<file path="src/sv/uer_pkg.sv">
`default_nettype none

package uer_pkg;

  localparam int unsigned US_W = 18;
  localparam int unsigned DIST_W = 23;
  localparam int unsigned PRESC_W = 11;
  localparam int unsigned CFG_IDX_W = 3;
  localparam int unsigned CFG_DATA_W = 18;

  localparam logic [US_W-1:0] US_MAX = 18'h3FFFF;
  localparam logic [DIST_W-1:0] DIST_MAX = 23'h7FFFFF;

  // distance = t * (33150 + 6 * T) / 1000, the divide split into >> 3 and / 125
  localparam logic signed [16:0] SPEED_BASE = 17'sd33150;
  localparam logic signed [16:0] SPEED_SLOPE = 17'sd6;
  localparam logic [31:0] RECIP_125 = 32'd2199023256;
  localparam int unsigned RECIP_SHIFT = 38;

  localparam logic [CFG_IDX_W-1:0] REG_TICKS_PER_US = 3'd0;
  localparam logic [CFG_IDX_W-1:0] REG_TEMPERATURE = 3'd1;
  localparam logic [CFG_IDX_W-1:0] REG_TRIGGER_US = 3'd2;
  localparam logic [CFG_IDX_W-1:0] REG_EDGE_WAIT_US = 3'd3;
  localparam logic [CFG_IDX_W-1:0] REG_MAX_ONE_WAY_US = 3'd4;
  localparam logic [CFG_IDX_W-1:0] REG_HOLDOFF_US = 3'd5;

  typedef struct packed {
    logic [9:0]      ticks_per_us;
    logic [7:0]      trigger_us;
    logic [US_W-1:0] edge_wait_us;
    logic [US_W-1:0] max_one_way_us;
    logic [15:0]     holdoff_us;
  } timing_cfg_t;

  typedef struct packed {
    logic            pin_drive_high;
    logic            pin_is_output;
    logic            busy_res;
    logic            done_res;
    logic            status;
    logic [US_W-1:0] echo_time_us;
    logic            dist_en;
  } meas_t;

  typedef struct packed {
    logic ld2;
    logic ld3;
  } pipe_ld_t;

endpackage

`default_nettype wire

</file>
<file path="src/sv/ultrasonic_echo_ranger.sv">
// Ultrasonic echo ranger with temperature compensation.
// Each input word on s_* is one timer tick: bit 0 start_req, bit 1 the
// sampled echo pin level. Every accepted word gives exactly one output word
// on m_* with the pin controls, busy flag and, on the tick a measurement
// ends, done, status, echo time in us and distance in 10 um units.
// The control state advances once per accepted word, one tick per word;
// the block takes one word per cycle while m_tready does not stall the output.
// Pipeline: each accepted word passes the state update, the time*speed multiply,
// the reciprocal divide by 1000 and the saturating output register.
// Configuration is written through cfg_we/cfg_idx/cfg_wdata while no
// measurement words are in flight; indexes 6 and 7 are ignored.
// Reset puts the controller in idle, clears the counters and empties the
// pipeline; registers return to 240 ticks/us, 20.0 C, 5 us trigger,
// 185000 us edge wait and one-way limit, 200 us holdoff.
// When m_tready is low the words back up stage by stage; s_tready drops
// only once all four stages hold words.
`default_nettype none

module ultrasonic_echo_ranger (
  input  wire                              clk,
  input  wire                              rst,
  input  wire                              s_tvalid,
  output logic                             s_tready,
  input  wire [7:0]                        s_tdata,   // start_req, echo_level
  output logic                             m_tvalid,
  input  wire                              m_tready,
  // pin_drive_high, pin_is_output, busy_res, done_res, status,
  // echo_time_us[17:0], distance_10um[22:0]
  output logic [47:0]                      m_tdata,
  input  wire                              cfg_we,
  input  wire [uer_pkg::CFG_IDX_W-1:0]     cfg_idx,
  input  wire [uer_pkg::CFG_DATA_W-1:0]    cfg_wdata
);
  import uer_pkg::*;

  timing_cfg_t        cfg;
  logic signed [11:0] temperature_tenths;

  logic               accept;
  logic               v1, v2, v3, vo;
  logic               rdy1, rdy2, rdy3, rdyo;
  logic               ldo;
  pipe_ld_t           ld;
  meas_t              res, s1, s2, s3, om;
  logic [DIST_W-1:0]  dist_sat, odist;

  always_ff @(posedge clk) begin
    if (rst) begin
      cfg.ticks_per_us   <= 10'd240;
      temperature_tenths <= 12'sd200;
      cfg.trigger_us     <= 8'd5;
      cfg.edge_wait_us   <= 18'd185000;
      cfg.max_one_way_us <= 18'd185000;
      cfg.holdoff_us     <= 16'd200;
    end else if (cfg_we) begin
      unique case (cfg_idx)
        REG_TICKS_PER_US:   cfg.ticks_per_us   <= cfg_wdata[9:0];
        REG_TEMPERATURE:    temperature_tenths <= cfg_wdata[11:0];
        REG_TRIGGER_US:     cfg.trigger_us     <= cfg_wdata[7:0];
        REG_EDGE_WAIT_US:   cfg.edge_wait_us   <= cfg_wdata;
        REG_MAX_ONE_WAY_US: cfg.max_one_way_us <= cfg_wdata;
        REG_HOLDOFF_US:     cfg.holdoff_us     <= cfg_wdata[15:0];
        default: ;
      endcase
    end
  end

  // per-stage ready so bubbles collapse under backpressure
  always_comb begin
    rdyo     = !vo || m_tready;
    rdy3     = !v3 || rdyo;
    rdy2     = !v2 || rdy3;
    rdy1     = !v1 || rdy2;
    s_tready = rdy1;
    accept   = s_tvalid && s_tready;
    ld.ld2   = rdy2 && v1;
    ld.ld3   = rdy3 && v2;
    ldo      = rdyo && v3;
  end

  uer_ctrl u_ctrl (
    .clk        (clk),
    .rst        (rst),
    .accept     (accept),
    .start_req  (s_tdata[0]),
    .echo_level (s_tdata[1]),
    .cfg        (cfg),
    .res        (res)
  );

  uer_dist u_dist (
    .clk                (clk),
    .ld                 (ld),
    .echo_time_us       (s1.echo_time_us),
    .temperature_tenths (temperature_tenths),
    .distance_10um      (dist_sat)
  );

  always_ff @(posedge clk) begin
    if (rst) begin
      v1 <= 1'b0;
      v2 <= 1'b0;
      v3 <= 1'b0;
      vo <= 1'b0;
    end else begin
      if (rdy1) begin
        v1 <= accept;
      end
      if (rdy2) begin
        v2 <= v1;
      end
      if (rdy3) begin
        v3 <= v2;
      end
      if (rdyo) begin
        vo <= v3;
      end
    end
  end

  always_ff @(posedge clk) begin
    if (accept) begin
      s1 <= res;
    end
    if (ld.ld2) begin
      s2 <= s1;
    end
    if (ld.ld3) begin
      s3 <= s2;
    end
    if (ldo) begin
      om    <= s3;
      odist <= s3.dist_en ? dist_sat : '0;
    end
  end

  assign m_tvalid = vo;
  assign m_tdata  = {2'b00, odist, om.echo_time_us, om.status, om.done_res,
                     om.busy_res, om.pin_is_output, om.pin_drive_high};

endmodule

`default_nettype wire

</file>
<file path="src/sv/uer_ctrl.sv">
`default_nettype none

module uer_ctrl (
  input  wire                 clk,
  input  wire                 rst,
  input  wire                 accept,
  input  wire                 start_req,
  input  wire                 echo_level,
  input  uer_pkg::timing_cfg_t cfg,
  output uer_pkg::meas_t      res
);
  import uer_pkg::*;

  typedef enum logic [2:0] {
    IDLE,
    TRIGGER,
    WAIT_RISE,
    WAIT_FALL,
    HOLDOFF
  } phase_t;

  phase_t              phase, phase_next;
  logic [PRESC_W-1:0]  presc, presc_next;
  logic [US_W-1:0]     us_cnt, us_cnt_next;
  logic [US_W-1:0]     echo_cnt, echo_cnt_next;
  logic                last_echo;

  logic [9:0]          period;
  logic [PRESC_W-1:0]  period1, period2, presc_inc;
  logic                wrap1, wrap2;
  logic [PRESC_W-1:0]  presc_adv, presc_f;
  logic [US_W-1:0]     us_adv, echo_f;
  logic                half;
  logic [US_W:0]       etime_raw, elapsed;
  logic [US_W-1:0]     etime_sat;
  logic                rise, fall;
  logic                done, stat;
  logic [US_W-1:0]     etime;
  logic                ok;

  always_comb begin
    period    = (cfg.ticks_per_us == '0) ? 10'd1 : cfg.ticks_per_us;
    period1   = {1'b0, period};
    period2   = {period, 1'b0};
    presc_inc = presc + 1'b1;
    rise      = echo_level && !last_echo;
    fall      = !echo_level && last_echo;

    // one microsecond prescaler step
    wrap1     = presc_inc >= period1;
    presc_adv = wrap1 ? '0 : presc_inc;
    us_adv    = (wrap1 && us_cnt != US_MAX) ? us_cnt + 1'b1 : us_cnt;

    // falling-edge wait counts double periods
    wrap2     = presc_inc >= period2;
    presc_f   = wrap2 ? '0 : presc_inc;
    echo_f    = (wrap2 && echo_cnt != US_MAX) ? echo_cnt + 1'b1 : echo_cnt;
    half      = presc_f >= period1;
    etime_raw = {1'b0, echo_f} + {{US_W{1'b0}}, half};
    etime_sat = etime_raw[US_W] ? US_MAX : etime_raw[US_W-1:0];
    elapsed   = {echo_f, half};
  end

  always_comb begin
    phase_next    = phase;
    presc_next    = presc;
    us_cnt_next   = us_cnt;
    echo_cnt_next = echo_cnt;
    done          = 1'b0;
    stat          = 1'b0;
    etime         = '0;
    ok            = 1'b0;
    unique case (phase)
      IDLE: begin
        if (start_req) begin
          phase_next    = TRIGGER;
          presc_next    = '0;
          us_cnt_next   = '0;
          echo_cnt_next = '0;
        end
      end
      TRIGGER: begin
        presc_next  = presc_adv;
        us_cnt_next = us_adv;
        if (us_adv >= {10'd0, cfg.trigger_us}) begin
          phase_next    = WAIT_RISE;
          presc_next    = '0;
          us_cnt_next   = '0;
          echo_cnt_next = '0;
        end
      end
      WAIT_RISE: begin
        if (rise) begin
          phase_next    = WAIT_FALL;
          presc_next    = '0;
          us_cnt_next   = '0;
          echo_cnt_next = '0;
        end else begin
          presc_next  = presc_adv;
          us_cnt_next = us_adv;
          if (us_adv >= cfg.edge_wait_us) begin
            done = 1'b1;
            stat = 1'b1;
          end
        end
      end
      WAIT_FALL: begin
        presc_next    = presc_f;
        echo_cnt_next = echo_f;
        if (fall) begin
          done  = 1'b1;
          etime = etime_sat;
          if (etime_sat > cfg.max_one_way_us) begin
            stat = 1'b1;
          end else begin
            ok = 1'b1;
          end
        end else if (elapsed >= {1'b0, cfg.edge_wait_us}) begin
          done = 1'b1;
          stat = 1'b1;
        end
      end
      HOLDOFF: begin
        presc_next  = presc_adv;
        us_cnt_next = us_adv;
        if (us_adv >= {2'd0, cfg.holdoff_us}) begin
          phase_next    = IDLE;
          presc_next    = '0;
          us_cnt_next   = '0;
          echo_cnt_next = '0;
        end
      end
      default: begin
        phase_next    = IDLE;
        presc_next    = '0;
        us_cnt_next   = '0;
        echo_cnt_next = '0;
      end
    endcase
    if (done) begin
      phase_next    = HOLDOFF;
      presc_next    = '0;
      us_cnt_next   = '0;
      echo_cnt_next = '0;
    end

    res.pin_drive_high = (phase_next == TRIGGER);
    res.pin_is_output  = (phase_next == TRIGGER);
    res.busy_res       = (phase_next != IDLE);
    res.done_res       = done;
    res.status         = stat;
    res.echo_time_us   = etime;
    res.dist_en        = ok;
  end

  always_ff @(posedge clk) begin
    if (rst) begin
      phase     <= IDLE;
      presc     <= '0;
      us_cnt    <= '0;
      echo_cnt  <= '0;
      last_echo <= 1'b0;
    end else if (accept) begin
      phase     <= phase_next;
      presc     <= presc_next;
      us_cnt    <= us_cnt_next;
      echo_cnt  <= echo_cnt_next;
      last_echo <= echo_level;
    end
  end

endmodule

`default_nettype wire

</file>
<file path="src/sv/uer_dist.sv">
`default_nettype none

module uer_dist (
  input  wire                         clk,
  input  uer_pkg::pipe_ld_t           ld,
  input  wire [uer_pkg::US_W-1:0]     echo_time_us,
  input  wire signed [11:0]           temperature_tenths,
  output logic [uer_pkg::DIST_W-1:0]  distance_10um
);
  import uer_pkg::*;

  logic signed [16:0] temp_ext;
  logic signed [16:0] speed_s;
  logic [15:0]        speed;
  logic [33:0]        prod;
  logic [30:0]        prod_div8;
  logic [62:0]        recip_prod;
  logic [24:0]        quot;

  always_comb begin
    temp_ext   = 17'(temperature_tenths);
    speed_s    = SPEED_BASE + temp_ext * SPEED_SLOPE;
    speed      = speed_s[15:0];
    prod_div8  = prod[33:3];
    recip_prod = 63'(prod_div8) * 63'(RECIP_125);
    distance_10um = (quot > 25'(DIST_MAX)) ? DIST_MAX : quot[DIST_W-1:0];
  end

  // time * speed, then shift right by 3 and floor divide by 125 via reciprocal
  always_ff @(posedge clk) begin
    if (ld.ld2) begin
      prod <= 34'(echo_time_us) * 34'(speed);
    end
    if (ld.ld3) begin
      quot <= recip_prod[62:RECIP_SHIFT];
    end
  end

endmodule

`default_nettype wire

</file>
<file path="config.mk">
export PLATFORM = sky130hd
export DESIGN_NAME = ultrasonic_echo_ranger
export DESIGN_NICKNAME = d
export VERILOG_FILES = /design/src/sv/uer_pkg.sv /design/src/sv/ultrasonic_echo_ranger.sv /design/src/sv/uer_ctrl.sv /design/src/sv/uer_dist.sv
export SDC_FILE = /design/constraint.sdc
export NUM_CORES = 2
export LEC_CHECK = 0
export ABC_AREA = 1
export ABC_CLOCK_PERIOD_IN_PS = 12800
export BUFFER_PORTS_ARGS = -buffer_cell sky130_fd_sc_hd__buf_2
export CAP_MARGIN = 20
export CORE_ASPECT_RATIO = 0.7
export CORE_MARGIN = 2
export CORE_UTILIZATION = 25
export CTS_CLUSTER_DIAMETER = 80
export CTS_CLUSTER_SIZE = 30
export DETAILED_ROUTE_END_ITERATION = 6
export GPL_TIMING_DRIVEN = 0
export PLACE_DENSITY = 0.47
export RECOVER_POWER = 25
export SLEW_MARGIN = 20
export SYNTH_ARGS = -nofsm -noshare
export SYNTH_HDL_FRONTEND = slang
export SYNTH_SLANG_ARGS = --single-unit
export TNS_END_PERCENT = 50
</file>
<file path="constraint.sdc">
create_clock -name clk -period 12.8 [get_ports clk]
set_input_delay 0 -clock clk [delete_from_list [all_inputs] [get_ports clk]]
set_output_delay 0 -clock clk [all_outputs]
set_load 0.05 [all_outputs]
</file>
Word-level counts from Yosys, hierarchy flattened
Cells that the tools add are included.

word-level totals
  latch bits = 0
  word-level logic and storage cells = 146
  bits in registers = 310
  bits in writable memories = 0
  output and inout bits = 50
  memories kept = 0
  input port bits = 34
  bits in read-only memories = 0

cells by class
  $lt $le $gt $ge = 9
  equal/unequal tests = 17
  div/mod/pow operators = 0
  add/sub/neg operators = 5
  bitwise gates (word level) = 0
  reduce and logical (&&, ||, !) cells = 32
  multipliers = 3
  multiplexer cells = 39
  shift-type cells = 0

operators with widths
  cell                                                                               number
  18-bit two-way mux                                                                 12
  18-bit one-hot mux with 5 select lines                                             2
  11-bit two-way mux                                                                 7
  31-bit by 29-bit multiplier with 60-bit output, second input constant              1
  11-bit one-hot mux with 5 select lines                                             1
  18-bit by 1-bit adder with 18-bit output, second input constant                    2
  18-bit inequality test, second input constant                                      2
  18-bit by 16-bit multiplier with 34-bit output                                     1
  25-bit by 23-bit greater-than comparator with 1-bit output, second input constant  1
  23-bit two-way mux                                                                 1
  11-bit by 10-bit >= comparator with 1-bit output                                   2
  18-bit by 1-bit adder with 19-bit output                                           1
  19-bit by 18-bit >= comparator with 1-bit output                                   1
  18-bit by 16-bit >= comparator with 1-bit output                                   1
  18-bit >= comparator                                                               1
  18-bit by 8-bit >= comparator with 1-bit output                                    1
  18-bit greater-than comparator                                                     1
  16-bit adder, first input constant                                                 1
  2-bit AND reduction                                                                8
  12-bit by 3-bit multiplier with 15-bit output, second input constant               1
  3-bit two-way mux                                                                  5
  3-bit one-hot mux with 5 select lines                                              1
  3-bit by 2-bit equality test with 1-bit output, second input constant              4
  11-bit by 1-bit adder with 11-bit output, second input constant                    1
  17 further kinds                                                                   46

Longest topological paths before layout
  depth after elaboration = 11
  mapped depth = 47
  mapped depth without buffers = 46

By module
From an unflattened synthesis, not the netlist that was laid out.

unflattened totals
  cell total of the unflattened synthesis = 5081
  area total of the unflattened synthesis = 41888.9 um2

by module, submodules not included
  module                  instances  cells each  area an instance (um2)  seq. area each (um2)
  uer_dist                1          3229        27257.4                 1681.6
  uer_ctrl                1          1287        7806.2                  1021.0
  ultrasonic_echo_ranger  1          565         6825.3                  5265.0

Worst setup path before layout
No wires, ideal clock.

  path kind = reg2reg
  from = register temperature_tenths[1]
  to = register u_dist.prod[30], data pin
  cell stages (with the launch flop) = 40
  clock period less this slack = 7.841 ns
  library setup time = 0.262 ns
  data arrival time = 7.578 ns
  slack = 4.959 ns
  path buffers = 1
  path through = dfxtp_1 ha_1 ha_1 inv_1 fa_1 or2_2 o21ai_2 nand3_1 nand2_1 xor2_1 nand2_1 nor2_1 nand2_1 or2_1 nor2_1 nand2_1 nand2_1 buf_2 [... 4 more ...] inv_1 fa_1 fa_1 fa_1 inv_1 fa_1 inv_1 ha_1 nand2_1 inv_1 nand2_1 o221ai_1 a21oi_1 nor2_1 nor2_1 o21bai_1 a21oi_1 xor2_1

on the way
  longest elaborated chain between the ends = 3

ends and longest elaborated chain
  what                                            RTL line                      RTL
  start, declared                                 ultrasonic_echo_ranger.sv:37  logic signed [11:0] temperature_tenths;
  start signal, assigned                          ultrasonic_echo_ranger.sv:58  REG_TEMPERATURE: temperature_tenths <= cfg_wdata[11:0];
  12-bit by 3-bit multiplier with 15-bit output   uer_dist.sv:22                speed_s = SPEED_BASE + temp_ext * SPEED_SLOPE;
  16-bit adder                                    uer_dist.sv:22
  18-bit by 16-bit multiplier with 34-bit output  uer_dist.sv:32                prod <= 34'(echo_time_us) * 34'(speed);
  end signal, assigned                            uer_dist.sv:32
  end, declared                                   uer_dist.sv:15                logic [33:0] prod;

No other way between the ends.
A chain may end at the register's enable or synchronous reset.

Worst setup path in the final report
  from = register temperature_tenths[0]
  to = register u_dist.prod[30], data pin

The elaborated chain is that of the path after synthesis.

==> metrics.md <==
| Metric | Value |
|---|---|
| Vias in the first global route | `29.30k` |
| First-pass GRT wire length | `179.5 mm` |
| Core area | `158,000 sq um` |
| Yosys cell types | `60` |
| Status | `finished, final reports clean` |
| Grt total ovfl | `0` |
| Least-Margin Pin Slew | `1.489 ns` |
| Number of flops mapped to enable cells by yosys | `170` |
| Detail Route Antenna Nets | `0` |
| Crit path time final | `9.730 ns` |
| Count leader, synth | `inv_1` |
| Average size of a mapped cell | `8.628 sq um` |
| CP required | `13.23 ns` |
| Die X | `480.7 um` |
| Post-DP HPWL | `98.86 mm` |
| Share of layout cells above drive strength 1 | `4.541%` |
| Die Span Y | `337.7 um` |
| Post-synth top cells | `inv_1 (1,119), nand2_1 (702), ha_1 (626), fa_1 (495), nor2_1 (352)` |
| Post_cts resized | `0` |
| CP max-delay cell | `clkbuf_1` |
| Fillers | `17.01k` |
| Row count | `122` |
| Finished Layout Cells | `6,865` |
| Post-layout nets | `5,896` |
| Area grow syn2layout | `10.61%` |
| H-tree depth | `1` |
| Initial cell density of the core | `25.17%` |
| Endpoints failing setup | `0` |
| Ranking of synthesized cells by area | `fa_1 (25%), ha_1 (20%), edfxtp_1 (13%)` |
| Sequential area share after synthesis | `19.73%` |
| Area occupied by multi-input gates | `27,270 sq um` |
| Cells after Synth | `4,609` |
| RSZ-0062 raised after global routing | `false` |
| Worst min path class | `in2reg` |
| Die area | `162,300 sq um` |
| Num CTS Buffers | `22` |
| Synth area leader | `fa_1` |
| Synth Flop Type | `edfxtp_1` |
| GP Congestion | `0.8845` |
| Fmax | `0.1028 GHz` |
| DRT Wirelength | `116.9 mm` |
| Total number of vias | `29.87k` |
| Placed cells | `6,797` |
| Max incr delay on CP | `0.60 ns` |
| Worst-Skew Late Latency | `0.63 ns` |
| I/O pin cnt | `84` |
| Most repeated library cell on the critical path | `inv_1` |
| Yosys top cell area share | `24.92%` |
| Cell Area, Synth | `39,770 sq um` |
| Post-synth ARST share | `0%` |
| Clock skew | `0.04234 ns` |
| Setup repair bufs after CTS | `0` |
| Final Cycle Share | `76.01%` |
| Reg area | `7848 sq um` |
| Fin. max-slew vios | `0` |
| Avg WL per Cell | `17.03 um` |
| Via-per-instance ratio | `4.351` |
| Fin. Hold Viols | `0` |
| All-Layer GR Usage | `14.43%` |
| Ant diodes | `0` |
| YS warnings | `0` |
| Sink Count | `307` |
| Yosys reg bits | `307` |
| CTS tree | `built` |
| Clock transition at path regs | `0.10 ns` |
| Slew HR | `0.7511%` |
| Largest net degree at the start of global routing | `50` |
| MaxCap Viol Count | `0` |
| Setup_tns | `0 ns` |
| Hold bufs inserted after CTS | `28` |
| CTS max path bufs | `3` |
| Kind of critical path | `reg2reg` |
| Worst setup EP type | `flop` |
| IO buf count | `75` |
| Worst EP arrival | `10.16 ns` |
| CP Max Fanout | `10` |
| Reg2reg setup slack | `3.07 ns` |
| Root buf cell | `clkbuf_16` |
| First DRT Iteration DRCs | `2,288` |
| Initial antenna violation count | `2` |
| # DRC | `0` |
| Drt pass-1 iters | `6` |
| CP startpoint kind | `flop` |
-- sequential cells by signal, indices dropped and copies added (netlist names) --
| name | cells |
|---|---|
| m_tvalid | 1 |
| v2 | 1 |
| u_dist.quot | 25 |
| s1 | 23 |
| s2 | 23 |
| temperature_tenths | 12 |
| v1 | 1 |
| s3 | 23 |
| u_ctrl.echo_cnt | 18 |
| u_dist.prod | 31 |
| v3 | 1 |
| u_ctrl.presc | 11 |
| u_ctrl.last_echo | 1 |
| u_ctrl.phase | 3 |
| cfg | 70 |
| m_tdata | 22 |
| odist | 23 |
| u_ctrl.us_cnt | 18 |
-- critical path, delay by kind of cell, from the launching register on --
kind	cells	cell delay (ns)
adders and majority gates	8	3.86
buffers and inverters	11	2.62
and+or+nand+nor	9	1.45
AOI/OAI and AO/OA	6	1.02
DFF	1	0.35
xor gates and xnor gates	1	0.21
-- cell families (layout without fill, tap and decap cells) --
family	after synthesis	in the layout	synth area share, %
compound gates	566	566	7.866
other cells	1	2	0.009430
fa+ha+maj	1121	1121	44.62
simple gates	1292	1292	13.71
buf+inv	1217	1364	11.74
xor+xnor	105	105	2.332
flops	307	307	19.73
-- metrics by stage --
stage | hold WS, ns | setup WS, ns | util, % | area (sq um)
floorplan | 0.1263 | 4.959 | - | 39770
global placement | 0.2795 | 3.311 | 27.08 | 42780
detailed placement | 0.3174 | 3.235 | 27.15 | 42890
CTS | 0.01533 | 3.210 | 27.87 | 44030
global route | 0.04653 | 2.478 | 27.84 | 43980
finish | 0.02522 | 3.070 | 27.84 | 43980
-- placed cells by master (no fill, tap or decap), types with 7 or more instances in the layout --
master	count
inv_1	1117
nand2_1	702
ha_1	626
fa_1	495
nor2_1	350
a21oi_1	291
edfxtp_1	170
o21ai_0	162
dfxtp_1	137
nand3_1	94
xor2_1	83
clkbuf_1	74
buf_2	68
nor3_1	33
nand4_1	29
dlygate4sd3_1	28
clkbuf_16	22
xnor2_1	21
a21o_1	19
o211ai_1	19
nand2_2	15
a31oi_1	15
or2_2	12
nor2_2	11
inv_2	10
nor2_4	9
o21bai_1	9
buf_6	9
nor4_1	9
o21ai_2	7
o21a_1	7
-- final timing paths --
path / from / endpoint / depth (start not counted)
setup reg to reg: temperature_tenths[0]$_SDFFE_PP0P_ / u_dist.prod[30]$_DFFE_PP_ / 35
hold reg to reg: s3[12]$_DFFE_PP_ / m_tdata[16]$_DFFE_PP_ / 0
setup / recovery: temperature_tenths[0]$_SDFFE_PP0P_ / u_dist.prod[30]$_DFFE_PP_ / 35
hold / removal: rst / u_ctrl.presc[10]$_SDFFE_PP0P_ / 3
-- per-layer routing --
layer  GRT usage [%]  vias up  wire length [um]
met5               0        -                12
met3           1.917       76              5964
li1                -    14640                 -
met1           23.06    14530             62120
met4           1.974        2              1690
met2           20.61      618             47130
-- layout make-up --
cell class / count / area share, %
multi-input cells: 3086 / 62.00
flip-flops and latches: 307 / 17.84
inverters: 1136 / 9.709
well taps: 2108 / 5.997
repair buffers: 107 / 1.579
clock buffers: 23 / 1.283
plain buffers: 81 / 0.9132
clock inverters: 17 / 0.6770
Power is left out: the tool's default activity adds up to more than one toggle a clock period on the data nets, which glitch-free logic cannot reach.
